<file path="config.mk">
export PLATFORM = sky130hd
export DESIGN_NAME = plane_psnr_meter
export DESIGN_NICKNAME = d
export VERILOG_FILES = /design/src/psm_pkg.sv /design/src/plane_psnr_meter.sv /design/src/psm_front.sv /design/src/psm_job_queue.sv /design/src/psm_back.sv
export SDC_FILE = /design/constraint.sdc
export NUM_CORES = 2
export LEC_CHECK = 0
export BUFFER_PORTS_ARGS = -buffer_cell sky130_fd_sc_hd__buf_2
export CORE_MARGIN = 5
export CORE_UTILIZATION = 50
export CTS_CLUSTER_SIZE = 14
export DETAILED_ROUTE_END_ITERATION = 7
export GPL_TIMING_DRIVEN = 0
export PLACE_DENSITY = 0.62
export SYNTH_ARGS = -nofsm -noshare
export SYNTH_HDL_FRONTEND = slang
export SYNTH_SLANG_ARGS = --single-unit
</file>
<file path="constraint.sdc">
create_clock -name i_clk -period 23.1 [get_ports i_clk]
set_clock_uncertainty 0.15 [all_clocks]
set_input_delay 2.31 -clock i_clk [delete_from_list [all_inputs] [get_ports i_clk]]
set_output_delay 2.31 -clock i_clk [all_outputs]
set_load 0.05 [all_outputs]
</file>
<file path="src/psm_pkg.sv">
// psm_pkg: shared types and constants of the plane psnr meter
// beat payload structs, configuration register codes and reset values
// no dependencies
`timescale 1ns / 1ps
`default_nettype none

package psm_pkg;

    // geometry and sum widths
    localparam int MAX_SIDE_DEF = 4096;
    localparam int SUM_W        = 41;
    localparam int SIDE_CFG_W   = 13;
    localparam int SCALE_W      = 14;
    localparam int PSNR_W       = 21;

    // configuration port
    localparam int CFG_IDX_W  = 2;
    localparam int CFG_DATA_W = 14;

    localparam logic [CFG_IDX_W-1:0] CFG_PLANE_WIDTH  = 2'd0;
    localparam logic [CFG_IDX_W-1:0] CFG_PLANE_HEIGHT = 2'd1;
    localparam logic [CFG_IDX_W-1:0] CFG_OUTPUT_SCALE = 2'd2;

    localparam logic [SIDE_CFG_W-1:0] RST_PLANE_WIDTH  = 13'd1920;
    localparam logic [SIDE_CFG_W-1:0] RST_PLANE_HEIGHT = 13'd1080;
    localparam logic [SCALE_W-1:0]    RST_OUTPUT_SCALE = 14'd100;

    // input beat
    typedef struct packed {
        logic [7:0] org_pixel;
        logic [7:0] rec_pixel;
        logic [1:0] plane_id;
        logic       last_pixel;
    } t_pix;

    // result beat
    typedef struct packed {
        logic [PSNR_W-1:0] psnr_scaled;
        logic [1:0]        out_plane;
        logic              exact_match;
    } t_res;

    // finished plane handed from front to back
    typedef struct packed {
        logic [SUM_W-1:0] ssd;
        logic [1:0]       plane;
    } t_job;

    // configuration seen by the back end
    typedef struct packed {
        logic [SIDE_CFG_W-1:0] plane_width;
        logic [SIDE_CFG_W-1:0] plane_height;
        logic [SCALE_W-1:0]    output_scale;
    } t_cfg;

endpackage

`default_nettype wire

</file>
<file path="src/plane_psnr_meter.sv">
// plane_psnr_meter: top level of the plane psnr meter
// configuration registers and the front, queue and back instances
// depends on psm_pkg, psm_front, psm_job_queue, psm_back
//
// Pixel pairs of one plane enter in raster order at one beat per cycle while the
// job queue has room; each beat adds its squared error to a saturating 41-bit
// sum, and the beat marked last closes the plane and hands the sum to a two-entry
// job queue. A back end works through one job at a time on a single shared 32x32
// multiplier; a non-zero sum goes through one-bit normalising shifts of the two
// log2 operands, and an exact match takes a shorter path. Pixel beats stall only
// when two closed planes already wait in the job queue, so, with results popped,
// planes that stream for longer than the back end works on a job run at one pixel
// per cycle. Results wait in an output slot until popped. Configuration is to be
// written only while the block is idle; the block itself does not enforce this,
// and the write port is always ready.
`timescale 1ns / 1ps
`default_nettype none

module plane_psnr_meter
    import psm_pkg::*;
#(
    parameter int MAX_SIDE = MAX_SIDE_DEF
) (
    input  wire logic                  i_clk,
    input  wire logic                  i_rst_n,
    input  wire logic                  i_push,
    output logic                       o_full,
    input  wire t_pix                  i_pix,
    input  wire logic                  i_pop,
    output logic                       o_empty,
    output t_res                       o_res,
    input  wire logic                  i_cfg_valid,
    output logic                       o_cfg_ready,
    input  wire logic [CFG_IDX_W-1:0]  i_cfg_index,
    input  wire logic [CFG_DATA_W-1:0] i_cfg_data
);

    t_cfg r_cfg;
    logic job_push;
    t_job job_in;
    logic job_full;
    logic job_valid;
    t_job job_out;
    logic job_pop;

    assign o_cfg_ready = 1'b1;

    // configuration registers
    always_ff @(posedge i_clk) begin
        if (!i_rst_n) begin
            r_cfg.plane_width  <= RST_PLANE_WIDTH;
            r_cfg.plane_height <= RST_PLANE_HEIGHT;
            r_cfg.output_scale <= RST_OUTPUT_SCALE;
        end else if (i_cfg_valid && o_cfg_ready) begin
            unique case (i_cfg_index)
                CFG_PLANE_WIDTH:  r_cfg.plane_width  <= i_cfg_data[SIDE_CFG_W-1:0];
                CFG_PLANE_HEIGHT: r_cfg.plane_height <= i_cfg_data[SIDE_CFG_W-1:0];
                CFG_OUTPUT_SCALE: r_cfg.output_scale <= i_cfg_data[SCALE_W-1:0];
                default:          r_cfg <= r_cfg;
            endcase
        end
    end

    // pixel intake and error sum
    psm_front u_front (
        .i_clk      (i_clk),
        .i_rst_n    (i_rst_n),
        .i_push     (i_push),
        .i_pix      (i_pix),
        .o_full     (o_full),
        .o_job_push (job_push),
        .o_job      (job_in),
        .i_job_full (job_full)
    );

    // closed planes waiting for the back end
    psm_job_queue u_queue (
        .i_clk   (i_clk),
        .i_rst_n (i_rst_n),
        .i_push  (job_push),
        .i_job   (job_in),
        .o_full  (job_full),
        .o_valid (job_valid),
        .o_job   (job_out),
        .i_pop   (job_pop)
    );

    // log, scaling and result slot
    psm_back #(
        .MAX_SIDE (MAX_SIDE)
    ) u_back (
        .i_clk       (i_clk),
        .i_rst_n     (i_rst_n),
        .i_job_valid (job_valid),
        .i_job       (job_out),
        .o_job_pop   (job_pop),
        .i_cfg       (r_cfg),
        .i_pop       (i_pop),
        .o_empty     (o_empty),
        .o_res       (o_res)
    );

endmodule

`default_nettype wire

</file>
<file path="src/psm_front.sv">
// psm_front: per-pixel squared error accumulation
// closes a plane on the last beat and pushes its error sum as a job
// depends on psm_pkg
`timescale 1ns / 1ps
`default_nettype none

module psm_front
    import psm_pkg::*;
(
    input  wire logic i_clk,
    input  wire logic i_rst_n,
    input  wire logic i_push,
    input  wire t_pix i_pix,
    output logic      o_full,
    output logic      o_job_push,
    output t_job      o_job,
    input  wire logic i_job_full
);

    logic [SUM_W-1:0] r_sum;
    logic [SUM_W-1:0] n_sum;
    logic [7:0]       abs_diff;
    logic [15:0]      sq_err;
    logic [SUM_W:0]   sum_ext;
    logic [SUM_W-1:0] sum_sat;
    logic             accept;

    // stall only when the job queue has no room
    assign o_full = i_job_full;
    assign accept = i_push && !i_job_full;

    // squared error and saturating add
    always_comb begin
        abs_diff = (i_pix.rec_pixel >= i_pix.org_pixel) ?
                   (i_pix.rec_pixel - i_pix.org_pixel) :
                   (i_pix.org_pixel - i_pix.rec_pixel);
        sq_err   = abs_diff * abs_diff;
        sum_ext  = {1'b0, r_sum} + (SUM_W+1)'(sq_err);
        sum_sat  = sum_ext[SUM_W] ? {SUM_W{1'b1}} : sum_ext[SUM_W-1:0];
    end

    // last beat closes the plane
    always_comb begin
        n_sum      = r_sum;
        o_job_push = 1'b0;
        o_job.ssd   = sum_sat;
        o_job.plane = i_pix.plane_id;
        if (accept) begin
            if (i_pix.last_pixel) begin
                o_job_push = 1'b1;
                n_sum      = '0;
            end else begin
                n_sum = sum_sat;
            end
        end
    end

    always_ff @(posedge i_clk) begin
        if (!i_rst_n) begin
            r_sum <= '0;
        end else begin
            r_sum <= n_sum;
        end
    end

    // a closed plane always leaves a cleared sum behind
    a_sum_cleared: assert property (@(posedge i_clk) disable iff (!i_rst_n)
        (accept && i_pix.last_pixel) |=> (r_sum == '0))
        else $error("error sum not cleared after last beat");

endmodule

`default_nettype wire

</file>
<file path="src/psm_job_queue.sv">
// psm_job_queue: two-entry queue of finished plane sums
// decouples pixel intake from the log and scaling back end
// depends on psm_pkg
`timescale 1ns / 1ps
`default_nettype none

module psm_job_queue
    import psm_pkg::*;
(
    input  wire logic i_clk,
    input  wire logic i_rst_n,
    input  wire logic i_push,
    input  wire t_job i_job,
    output logic      o_full,
    output logic      o_valid,
    output t_job      o_job,
    input  wire logic i_pop
);

    t_job       r_slot [2];
    logic       r_wr_ptr;
    logic       r_rd_ptr;
    logic [1:0] r_count;

    assign o_full  = (r_count == 2'd2);
    assign o_valid = (r_count != 2'd0);
    assign o_job   = r_slot[r_rd_ptr];

    // payload slots
    always_ff @(posedge i_clk) begin
        if (i_push && !o_full) begin
            r_slot[r_wr_ptr] <= i_job;
        end
    end

    // pointers and fill level
    always_ff @(posedge i_clk) begin
        if (!i_rst_n) begin
            r_wr_ptr <= 1'b0;
            r_rd_ptr <= 1'b0;
            r_count  <= 2'd0;
        end else begin
            if (i_push && !o_full) begin
                r_wr_ptr <= ~r_wr_ptr;
            end
            if (i_pop && o_valid) begin
                r_rd_ptr <= ~r_rd_ptr;
            end
            unique case ({i_push && !o_full, i_pop && o_valid})
                2'b10:   r_count <= r_count + 2'd1;
                2'b01:   r_count <= r_count - 2'd1;
                default: r_count <= r_count;
            endcase
        end
    end

endmodule

`default_nettype wire

</file>
<file path="src/psm_back.sv">
// psm_back: per-plane psnr from the error sum
// sequencer around one shared 32x32 multiplier: log2 by squaring, scaling, rounding
// depends on psm_pkg
`timescale 1ns / 1ps
`default_nettype none

module psm_back
    import psm_pkg::*;
#(
    parameter int MAX_SIDE = MAX_SIDE_DEF
) (
    input  wire logic i_clk,
    input  wire logic i_rst_n,
    input  wire logic i_job_valid,
    input  wire t_job i_job,
    output logic      o_job_pop,
    input  wire t_cfg i_cfg,
    input  wire logic i_pop,
    output logic      o_empty,
    output t_res      o_res
);

    // widths derived from the largest side
    localparam int SIDE_W   = $clog2(MAX_SIDE + 1);
    localparam int NUM_W    = 2 * SIDE_W + 16;
    localparam int LW       = (NUM_W > SUM_W) ? NUM_W : SUM_W;
    localparam int E_W      = $clog2(LW);
    localparam int FRAC_W   = 24;
    localparam int L_W      = E_W + FRAC_W;
    localparam int K_W      = 30;
    localparam int DK_W     = L_W + K_W;
    localparam int P_HI_W   = DK_W - 52;
    localparam int EX_W     = 28;
    localparam int Q_W      = 22;
    localparam int CNT_W    = $clog2(FRAC_W);

    localparam logic [31:0] PEAK_SQ     = 32'd65025;
    localparam logic [31:0] TEN_LOG2_K  = 32'd808071242;
    localparam logic [31:0] EXACT_X100  = 32'd9999;
    localparam logic [31:0] RECIP_100   = 32'd171798691;
    localparam logic [31:0] HUNDRED     = 32'd100;
    localparam logic [EX_W-1:0] HALF_HUNDRED = EX_W'(50);
    localparam logic [13:0] SIDE_LIMIT  = 14'(MAX_SIDE);

    // sequencer states
    localparam logic [3:0] S_IDLE = 4'd0;
    localparam logic [3:0] S_NUM  = 4'd1;
    localparam logic [3:0] S_NUM2 = 4'd2;
    localparam logic [3:0] S_LDN  = 4'd3;
    localparam logic [3:0] S_NORM = 4'd4;
    localparam logic [3:0] S_SQ0  = 4'd5;
    localparam logic [3:0] S_SQ   = 4'd6;
    localparam logic [3:0] S_LOGD = 4'd7;
    localparam logic [3:0] S_PK   = 4'd8;
    localparam logic [3:0] S_PLO  = 4'd9;
    localparam logic [3:0] S_PHI  = 4'd10;
    localparam logic [3:0] S_FIN  = 4'd11;
    localparam logic [3:0] S_EX1  = 4'd12;
    localparam logic [3:0] S_EX2  = 4'd13;
    localparam logic [3:0] S_EX3  = 4'd14;
    localparam logic [3:0] S_EX4  = 4'd15;

    logic [3:0]        r_state;
    logic [SUM_W-1:0]  r_ssd;
    logic [1:0]        r_plane;
    logic [63:0]       r_prod;
    logic [63:0]       r_acc;
    logic [LW-1:0]     r_x;
    logic [E_W-1:0]    r_e;
    logic [FRAC_W-1:0] r_frac;
    logic [CNT_W-1:0]  r_cnt;
    logic              r_which;
    logic [L_W-1:0]    r_ln;
    logic [L_W-1:0]    r_diff;
    logic [P_HI_W-1:0] r_phi;
    logic [Q_W-1:0]    r_q;
    logic              r_out_valid;
    t_res              r_out;

    logic [31:0]       mul_a;
    logic [31:0]       mul_b;
    logic [63:0]       mul_p;
    logic [SIDE_W-1:0] side_w;
    logic [SIDE_W-1:0] side_h;
    logic [13:0]       w_ext;
    logic [13:0]       h_ext;
    logic [32:0]       sq_top;
    logic              sq_bit;
    logic [31:0]       sq_m;
    logic [L_W-1:0]    log_val;
    logic [EX_W-1:0]   ex_x;
    logic [EX_W-1:0]   ex_rem;
    logic [Q_W-1:0]    ex_q;
    logic [71:0]       fin_sum;
    logic [39:0]       fin_res;

    assign o_empty   = !r_out_valid;
    assign o_res     = r_out;
    assign o_job_pop = (r_state == S_IDLE) && i_job_valid && !r_out_valid;

    // side clamping: zero reads as one, oversize as the largest side
    always_comb begin
        w_ext  = {1'b0, i_cfg.plane_width};
        h_ext  = {1'b0, i_cfg.plane_height};
        side_w = (w_ext == '0) ? SIDE_W'(1) :
                 (w_ext > SIDE_LIMIT) ? SIDE_W'(MAX_SIDE) : SIDE_W'(w_ext);
        side_h = (h_ext == '0) ? SIDE_W'(1) :
                 (h_ext > SIDE_LIMIT) ? SIDE_W'(MAX_SIDE) : SIDE_W'(h_ext);
    end

    // squaring step of the log: one fraction bit per product
    always_comb begin
        sq_top  = r_prod[63:31];
        sq_bit  = sq_top[32];
        sq_m    = sq_bit ? sq_top[32:1] : sq_top[31:0];
        log_val = {r_e, r_frac};
    end

    // exact-match rounding and final rounding helpers
    always_comb begin
        ex_x    = r_prod[EX_W-1:0] + HALF_HUNDRED;
        ex_rem  = r_acc[EX_W-1:0] - r_prod[EX_W-1:0];
        ex_q    = (ex_rem >= EX_W'(100)) ? (r_q + Q_W'(1)) : r_q;
        fin_sum = {8'd0, r_acc} + ({8'd0, r_prod} << 32) + (72'd1 << 31);
        fin_res = fin_sum[71:32];
    end

    // shared multiplier operand selection
    always_comb begin
        mul_a = '0;
        mul_b = '0;
        unique case (r_state)
            S_NUM: begin
                mul_a = 32'(side_w);
                mul_b = 32'(side_h);
            end
            S_NUM2: begin
                mul_a = 32'(r_prod[2*SIDE_W-1:0]);
                mul_b = PEAK_SQ;
            end
            S_SQ0: begin
                mul_a = r_x[LW-1 -: 32];
                mul_b = r_x[LW-1 -: 32];
            end
            S_SQ: begin
                mul_a = sq_m;
                mul_b = sq_m;
            end
            S_PK: begin
                mul_a = 32'(r_diff);
                mul_b = TEN_LOG2_K;
            end
            S_PLO: begin
                mul_a = 32'(i_cfg.output_scale);
                mul_b = r_prod[51:20];
            end
            S_PHI: begin
                mul_a = 32'(i_cfg.output_scale);
                mul_b = 32'(r_phi);
            end
            S_EX1: begin
                mul_a = 32'(i_cfg.output_scale);
                mul_b = EXACT_X100;
            end
            S_EX2: begin
                mul_a = 32'(ex_x);
                mul_b = RECIP_100;
            end
            S_EX3: begin
                mul_a = 32'(r_prod[Q_W+33:34]);
                mul_b = HUNDRED;
            end
            default: begin
                mul_a = '0;
                mul_b = '0;
            end
        endcase
    end

    assign mul_p = mul_a * mul_b;

    // datapath registers
    always_ff @(posedge i_clk) begin
        unique case (r_state)
            S_IDLE: begin
                if (o_job_pop) begin
                    r_ssd   <= i_job.ssd;
                    r_plane <= i_job.plane;
                end
            end
            S_NUM, S_NUM2, S_PK, S_EX1: begin
                r_prod <= mul_p;
            end
            S_LDN: begin
                r_x     <= r_prod[LW-1:0];
                r_e     <= E_W'(LW - 1);
                r_which <= 1'b0;
            end
            S_NORM: begin
                if (!r_x[LW-1]) begin
                    r_x <= r_x << 1;
                    r_e <= r_e - E_W'(1);
                end
            end
            S_SQ0: begin
                r_prod <= mul_p;
                r_cnt  <= '0;
            end
            S_SQ: begin
                r_prod <= mul_p;
                r_frac <= {r_frac[FRAC_W-2:0], sq_bit};
                r_cnt  <= r_cnt + CNT_W'(1);
            end
            S_LOGD: begin
                if (!r_which) begin
                    r_ln    <= log_val;
                    r_x     <= LW'(r_ssd);
                    r_e     <= E_W'(LW - 1);
                    r_which <= 1'b1;
                end else begin
                    r_diff <= r_ln - log_val;
                end
            end
            S_PLO: begin
                r_phi  <= r_prod[DK_W-1:52];
                r_prod <= mul_p;
            end
            S_PHI: begin
                r_acc  <= r_prod;
                r_prod <= mul_p;
            end
            S_EX2: begin
                r_acc  <= 64'(ex_x);
                r_prod <= mul_p;
            end
            S_EX3: begin
                r_q    <= r_prod[Q_W+33:34];
                r_prod <= mul_p;
            end
            default: begin
                r_prod <= r_prod;
            end
        endcase
    end

    // sequencer and result slot
    always_ff @(posedge i_clk) begin
        if (!i_rst_n) begin
            r_state     <= S_IDLE;
            r_out_valid <= 1'b0;
        end else begin
            if (i_pop && r_out_valid) begin
                r_out_valid <= 1'b0;
            end
            unique case (r_state)
                S_IDLE: begin
                    if (o_job_pop) begin
                        r_state <= (i_job.ssd == '0) ? S_EX1 : S_NUM;
                    end
                end
                S_NUM:  r_state <= S_NUM2;
                S_NUM2: r_state <= S_LDN;
                S_LDN:  r_state <= S_NORM;
                S_NORM: begin
                    if (r_x[LW-1]) begin
                        r_state <= S_SQ0;
                    end
                end
                S_SQ0:  r_state <= S_SQ;
                S_SQ: begin
                    if (r_cnt == CNT_W'(FRAC_W - 1)) begin
                        r_state <= S_LOGD;
                    end
                end
                S_LOGD: begin
                    if (!r_which) begin
                        r_state <= S_NORM;
                    end else if (r_ln > log_val) begin
                        r_state <= S_PK;
                    end else begin
                        r_out.psnr_scaled <= '0;
                        r_out.out_plane   <= r_plane;
                        r_out.exact_match <= 1'b0;
                        r_out_valid       <= 1'b1;
                        r_state           <= S_IDLE;
                    end
                end
                S_PK:   r_state <= S_PLO;
                S_PLO:  r_state <= S_PHI;
                S_PHI:  r_state <= S_FIN;
                S_FIN: begin
                    r_out.psnr_scaled <= (fin_res > 40'((1 << PSNR_W) - 1)) ?
                                         {PSNR_W{1'b1}} : fin_res[PSNR_W-1:0];
                    r_out.out_plane   <= r_plane;
                    r_out.exact_match <= 1'b0;
                    r_out_valid       <= 1'b1;
                    r_state           <= S_IDLE;
                end
                S_EX1:  r_state <= S_EX2;
                S_EX2:  r_state <= S_EX3;
                S_EX3:  r_state <= S_EX4;
                S_EX4: begin
                    r_out.psnr_scaled <= (ex_q > Q_W'((1 << PSNR_W) - 1)) ?
                                         {PSNR_W{1'b1}} : ex_q[PSNR_W-1:0];
                    r_out.out_plane   <= r_plane;
                    r_out.exact_match <= 1'b1;
                    r_out_valid       <= 1'b1;
                    r_state           <= S_IDLE;
                end
            endcase
        end
    end

    // result slot stays free while a plane is being worked on
    a_slot_free: assert property (@(posedge i_clk) disable iff (!i_rst_n)
        (r_state != S_IDLE) |-> !r_out_valid)
        else $error("result slot busy during computation");

    // normalisation always has a set bit to find
    a_norm_nonzero: assert property (@(posedge i_clk) disable iff (!i_rst_n)
        (r_state == S_NORM) |-> (r_x != '0))
        else $error("log of zero requested");

    // taking a job always starts work
    a_pop_starts: assert property (@(posedge i_clk) disable iff (!i_rst_n)
        o_job_pop |=> (r_state != S_IDLE))
        else $error("job taken without starting");

endmodule

`default_nettype wire
</file>
After elaboration in Yosys (flattened, before gate mapping)
Memories as Yosys holds them, arrays and structs flattened. A register that Yosys moved wholly into a read port is not among the register bits. Index checks and enable logic that the tools add are counted.

Reductions and logical operators: 33. Multipliers: 2. $add $sub $neg: 13. Order comparisons: 7. Equality and inequality tests: 28. Divide/modulo/power cells: 0. Shift-type cells: 0. Muxes and demuxes: 43. Bitwise gates (word level): 3.

Operators with widths (count): $pmux W32 S10 (1); $pmux W32 S8 (1); $pmux W64 S2 (1); $pmux W42 S3 (1); $mux W42 (2); $mux W41 (2); $add A64 B72 Y72 (1); $add A72 B32 Y72 const B (1); $pmux W24 S3 (1); $mul A32 B32 Y64 (1); $pmux W4 S15 (1); $mux W13 (4); $mux W24 (2); $add A41 B16 Y42 (1); $mux W21 (2); $logic_not A41 Y1 (1); $gt A40 B21 Y1 const B (1); $eq A4 B4 Y1 const B (8); $mux W32 (1); $gt A30 B30 Y1 (1); $sub A30 B30 Y30 (1); $add A28 B6 Y28 const B (1); $ge A28 B7 Y1 const B (1); $sub A28 B28 Y28 (1); other kinds (41) (91).

Flip-flop bits (word level): 453. Output and inout port bits: 27. Memories kept: 1. Latch bits: 0. Bits in read-only memories: 0. Memory bits (writable): 86. Bits of input ports: 40.

Memory list: u_queue.r_slot (depth 2, bits a word 43, rd ports 1, clocked after Yosys merged registers in 1, write ports 1, RTL line psm_job_queue.sv:20) `t_job r_slot [2];`.

Depth between registers and ports, before layout
Depth in word-level cells: 7. Gate-level depth with buffers: 44.

Cells and area by module
Synthesis repeated with hierarchy kept, for this count alone.

Cells, all modules: 6780. Area, all modules: 63938.8 µm².

By module, submodules not included: psm_back (instances 1, area an instance 53548.9 µm², cells an instance 5800, seq. area each 10910.5 µm²); psm_front (instances 1, area an instance 5442.7 µm², cells an instance 655, seq. area each 820.8 µm²); psm_job_queue (instances 1, area an instance 3330.7 µm², cells an instance 160, seq. area each 2682.6 µm²); plane_psnr_meter (instances 1, area an instance 1616.6 µm², cells an instance 165, seq. area each 800.8 µm²).

Worst setup path after synthesis
No wires, ideal clock.

Path kind: reg-to-reg. Start point: register u_back.r_state[0]. End point: register u_back.r_prod[59], data pin. Stages on the path, launching flop included: 29. Period minus slack after synthesis: 11.765 ns. Arrival: 11.355 ns. Setup slack: 11.335 ns. Cell sequence: dfxtp_1 -> clkbuf_1 -> clkbuf_1 -> clkbuf_1 -> nor3_1 -> nor2_1 -> nand2_1 -> nor2_1 -> fa_1 -> fa_1 -> fa_1 -> fa_1 -> fa_1 -> fa_1 -> fa_1 -> fa_1 -> ha_1 -> clkbuf_1 -> a21oi_1 -> o21ai_0 -> a311oi_1 -> o21a_1 -> a21oi_1 -> o21a_1 -> a31o_2 -> and3_1 -> or2_2 -> a31oi_1 -> xnor2_1.

Cells in the longest elaborated chain, start to end: 4.

RTL lines: start, declared (RTL line psm_back.sv:63) `logic [3:0] r_state;`; start signal, assigned (RTL line psm_back.sv:258) `r_state <= (i_job.ssd == '0) ? S_EX1 : S_NUM;`; $eq A4 B4 Y1 (RTL line psm_back.sv:132) `unique case (r_state)`; $reduce_or A3 Y1 (no source line); $pmux W32 S8 (RTL line psm_back.sv:132); $mul A32 B32 Y64 (*) (RTL line psm_back.sv:180) `assign mul_p = mul_a * mul_b;`; via u_back.mul_p[59] (RTL line psm_back.sv:82) `logic [63:0] mul_p;`; end signal, assigned (RTL line psm_back.sv:192) `r_prod <= mul_p;`; end signal, assigned (RTL line psm_back.sv:206) `r_prod <= mul_p;`; end signal, assigned (RTL line psm_back.sv:210) `r_prod <= mul_p;`; end, declared (RTL line psm_back.sv:66) `logic [63:0] r_prod;`.

Mark *: on every way through the listed nets, which the timed path passes. The rest lies on a longest branch. A chain may end at the register's enable or synchronous reset.

Final worst setup path
Start point: register u_back.r_prod[2]. End point: register u_back.r_prod[63], data pin.

Cells in the longest elaborated chain, start to end: 3.

RTL lines: $add A28 B6 Y28 (RTL line psm_back.sv:121) `ex_x = r_prod[EX_W-1:0] + HALF_HUNDRED;`; $pmux W32 S8 (*) (RTL line psm_back.sv:132); $mul A32 B32 Y64 (*) (RTL line psm_back.sv:180); via u_back.mul_p[63] (RTL line psm_back.sv:82).

Marks and branches as above.

==> results <==
- The cell count after synthesis is 6,722.
- The share of the synthesized area in the top cell type is 29.7%.
- The clock slew at the register clock pins of the worst setup and hold paths is 0.07 ns.
- The library cell contributing the largest single delay on the critical path is clkbuf_1.
- STA classifies the critical path endpoint as a flip-flop.
- The maximum number of pins on one net before global-route repair is 38.
- The detail route stage leaves a number of antenna-violating nets equal to 0.
- The sum of net half-perimeters after detailed placement is 192,000 microns.
- The number of sinks handled by clock tree synthesis is 537.
- The worst setup path is launched from a flip-flop.
- Once placement completed, the tool counted placed cells totaling 8,476.
- The cell type with the largest total area after synthesis is fa_1.
- The leakage dissipation is 31.1 nW.
- The post-synth design cell area is 63,400 sq um.
- The clock reaches the later pin of the worst-skew pair after 0.63 ns.
- The final layout contains 8,275 nets.
- After detailed routing, the number of remaining DRC violations is 0.
- Setup repair after global routing left no endpoint under its margin.
- The power density normalized to cell area is 128 nW/um^2.
- The portion of the post-synthesis area used by sequential elements is 24.0%.
- At the end of routability-driven placement, the weighted congestion stood at 1.07.
- The height of the chip is 366 microns.
- The die outline width is 366 microns.
- The setup slack of the critical path after layout is 8.56 ns.
- Per report_power, the combinational group accounts for 70.0% of the total.
- The initial antenna violation count is 11.
- The final route contains 50,900 vias.
- The clock tree synthesis step divided the H-tree into 2 levels.
- The clock tree buffer depth is 3.
- The primary flip-flop cell chosen by synthesis mapping is edfxtp_1.
- The first global-routing pass estimated 338,000 microns of wire.
- The floorplan step defined a die boundary enclosing 134,000 sq um.
- The number of gates resized after cts is 0.
- By instance count, the cell type seen most on the critical path is fa_1.
- For this block, the initial DRC count from the detailed router was 5,520.
- The effective utilization at floorplan is 50.4%.
- The root buffer selected by CTS is clkbuf_16.
- Of all nets on the critical path, the largest fanout is 10.
- The count of flip-flops with a built-in enable after synthesis is 446.
- The flip-flop and latch count after synthesis is 537.
- The via-per-instance ratio is 5.93.
- The pre-antenna-repair detailed-routing pass consisted of 6 iterations.
- Timing analysis after detailed placement gives a worst setup slack of 9.19 ns.
- In this run, the clock network consumes 10.1% of the power.
- By area the synthesized netlist is led by fa_1, edfxtp_1, ha_1.
- The delay contributed by the slowest stage of the critical path is 0.99 ns.
- The run finished with clean final reports.
- The via count of the first global-routing pass is 50,300.
- Across all hold checks on the routed design, the worst slack comes to 0.284 ns.
- Net switching is 55.5% of the power.
- At the pin with the least slew margin, the transition time is 1.41 ns.
- The utilization after layout is 54.2%.
- The area of placed instances is 66,400 sq um.
- In this run the post-CTS setup repair buffer count came out at 0.
- The CTS tree is yes.
- The worst setup path is of the reg -> reg kind.
- The number of hold violations in the final report is 0.
- The count of input and output buffers is 65.
- TritonCTS created 53 clock buffers.
- Setup violations remaining at the end of the flow were counted as 0.
- The internal power summed over all cells is 3.89 mW.
- The number of pins with negative max-slew slack in the final report is 0.
- The tool flagged a number of max-cap violations equal to 0.
- The mean instance size in the synthesized netlist is 9.43 sq um.
- The share of power burned in registers is 19.9%.
- In the global route stage, overall resource usage came out at 34.3%.
- The remaining global-route overflow is 0.
- The number of fill cells in the layout is 11,700.
- The count of standard-cell rows is 130.
- At the worst endpoint, the required time is 23.30 ns.
- The post-route clock period utilization is 62.9%.
- Measured against its own limit, the worst slew margin works out to 5.18%.
- The layout cell share with drive strength beyond 1 is 4.79%.
- The count of hold buffers inserted by post-cts repair is 0.
- For this design the total switching power over the nets is 4.85 mW.
- The area added between synthesis and finish is 7.61%.
- The clock period minus worst slack is 14.54 ns.
- For this design the top-level I/O count stands at 67.
- The peak clock frequency supported by timing is 0.0688 GHz.
- The distinct cell type count after synthesis is 100.
- The placeable core region is 126,000 sq um.
- With fillers left out, the area of the finished cells amounts to 68,200 sq um.
- The per-cell routed wire length is 27.0 microns.
- For the final routed database, the setup TNS stands at 0 ns.
- The final total power is 8.74 mW.
- VDD sags by at most 189 uV.
- The count of non-filler cells in the finished layout is 8,581.
- STA puts the critical path data arrival time at 14.74 ns.
- Of all flip-flops after synthesis, the portion carrying an async set or reset was 0%.
- The net count after synthesis is 8,116.
- The aggregate routed wire length is 232,000 microns.
- After synthesis, the most frequently instantiated cells are inv_1, fa_1, nand2_1, nor2_1, edfxtp_1.
- In the post-synthesis netlist, the cell with the most instances is inv_1.
- In this run the worst hold path is classified as reg -> reg.
- The count of warnings emitted by yosys is 0.
[power by group through the flow]
stage / combinational [mW] / clock (mW) / sequential (mW)
after floorplan: 3.77 / 0 / 1.56
after global placement: 5.86 / 0 / 1.76
after detailed placement: 5.99 / 0 / 1.74
after CTS: 6.03 / 0.896 / 1.72
after global routing: 6.62 / 0.939 / 1.73
final: 6.12 / 0.882 / 1.74
[final cells by class]
| class | count | area [sq um] | area share [%] |
|---|---|---|---|
| Tap cell | 1650 | 2060 | 3.03 |
| Buffer | 308 | 1190 | 1.75 |
| Clock buffer | 76 | 1520 | 2.22 |
| Antenna cell | 5 | 12.5 | 0.0183 |
| Clock inverter | 24 | 218 | 0.319 |
| Timing Repair Buffer | 104 | 816 | 1.20 |
| Inverter | 1181 | 4430 | 6.50 |
| Multi-Input combinational cell | 4696 | 42700 | 62.7 |
| Sequential cell | 537 | 15200 | 22.3 |
[final timing paths]
path / startpoint / to / slack (ns) / cells past startpoint
min: u_back.r_plane[0] / u_back.o_res[1] / 0.28 / 0
max reg2reg: u_back.r_prod[2] / u_back.r_prod[63] / 8.56 / 40
min reg2reg: u_back.r_plane[0] / u_back.o_res[1] / 0.28 / 0
max: u_back.r_prod[2] / u_back.r_prod[63] / 8.56 / 40
[sequential cells by signal, summed over array words and instances, names as in the netlist, 30 cells and up, named ones only]
register	flops
u_back.r_ln	30
u_back.r_prod	64
u_back.r_x	42
u_back.r_ssd	41
u_front.r_sum	41
r_cfg	40
u_queue.r_slot	86
u_back.r_diff	30
u_back.r_acc	61
[per-layer routing]
metal | wire length (microns) | global-route usage (%) | part of all wire, %
met5 | 48 | 0 | 0.021
met4 | 15100 | 17.0 | 6.5
met3 | 26200 | 9.13 | 11
met2 | 95100 | 49.5 | 41
met1 | 95100 | 48.1 | 41
[kinds of logic after synthesis]
family	Yosys count	synth area share (%)
buffers and inverters	1489	8.87
other	1	0.00592
AND/OR/NAND/NOR	2081	14.2
multiplexers	97	1.65
adder cells (fa/ha/maj)	1354	37.9
flip-flops	537	24.0
XOR/XNOR	226	3.12
AO/OA/AOI/OAI	937	10.3
[layout by cell type, fill, tap and decap left out, drive strengths merged, types with 20 or more instances in the layout]
master and instances:
inv 1184, fa 940, nand2 863, nor2 723, edfxtp 446, ha 414, clkbuf 357, a21oi 212
o21ai 175, xnor2 171, buf 131, a21o 95, dfxtp 91, nand3 88, and2 77, nand2b 55
xor2 55, and3 55, a22oi 52, nor3 52, mux2i 49, mux2 48, a21boi 44, o21a 39
o21bai 38, nor2b 38, a211oi 31, nand4 29, a31oi 27, o211ai 27, nor4 27, a221oi 21
a221o 20, a211o 20
[worst max-delay path, delay by kind of cell, from the launching register on]
family / cells / cell delay (ns)
DFF: 1 / 0.79
buffers and inverters: 7 / 1.31
and+or+nand+nor: 14 / 5.17
adders and majority gates: 10 / 4.79
xor gates and xnor gates: 1 / 0.13
AOI/OAI and AO/OA: 8 / 1.89
(Power assumes the default switching activity.)
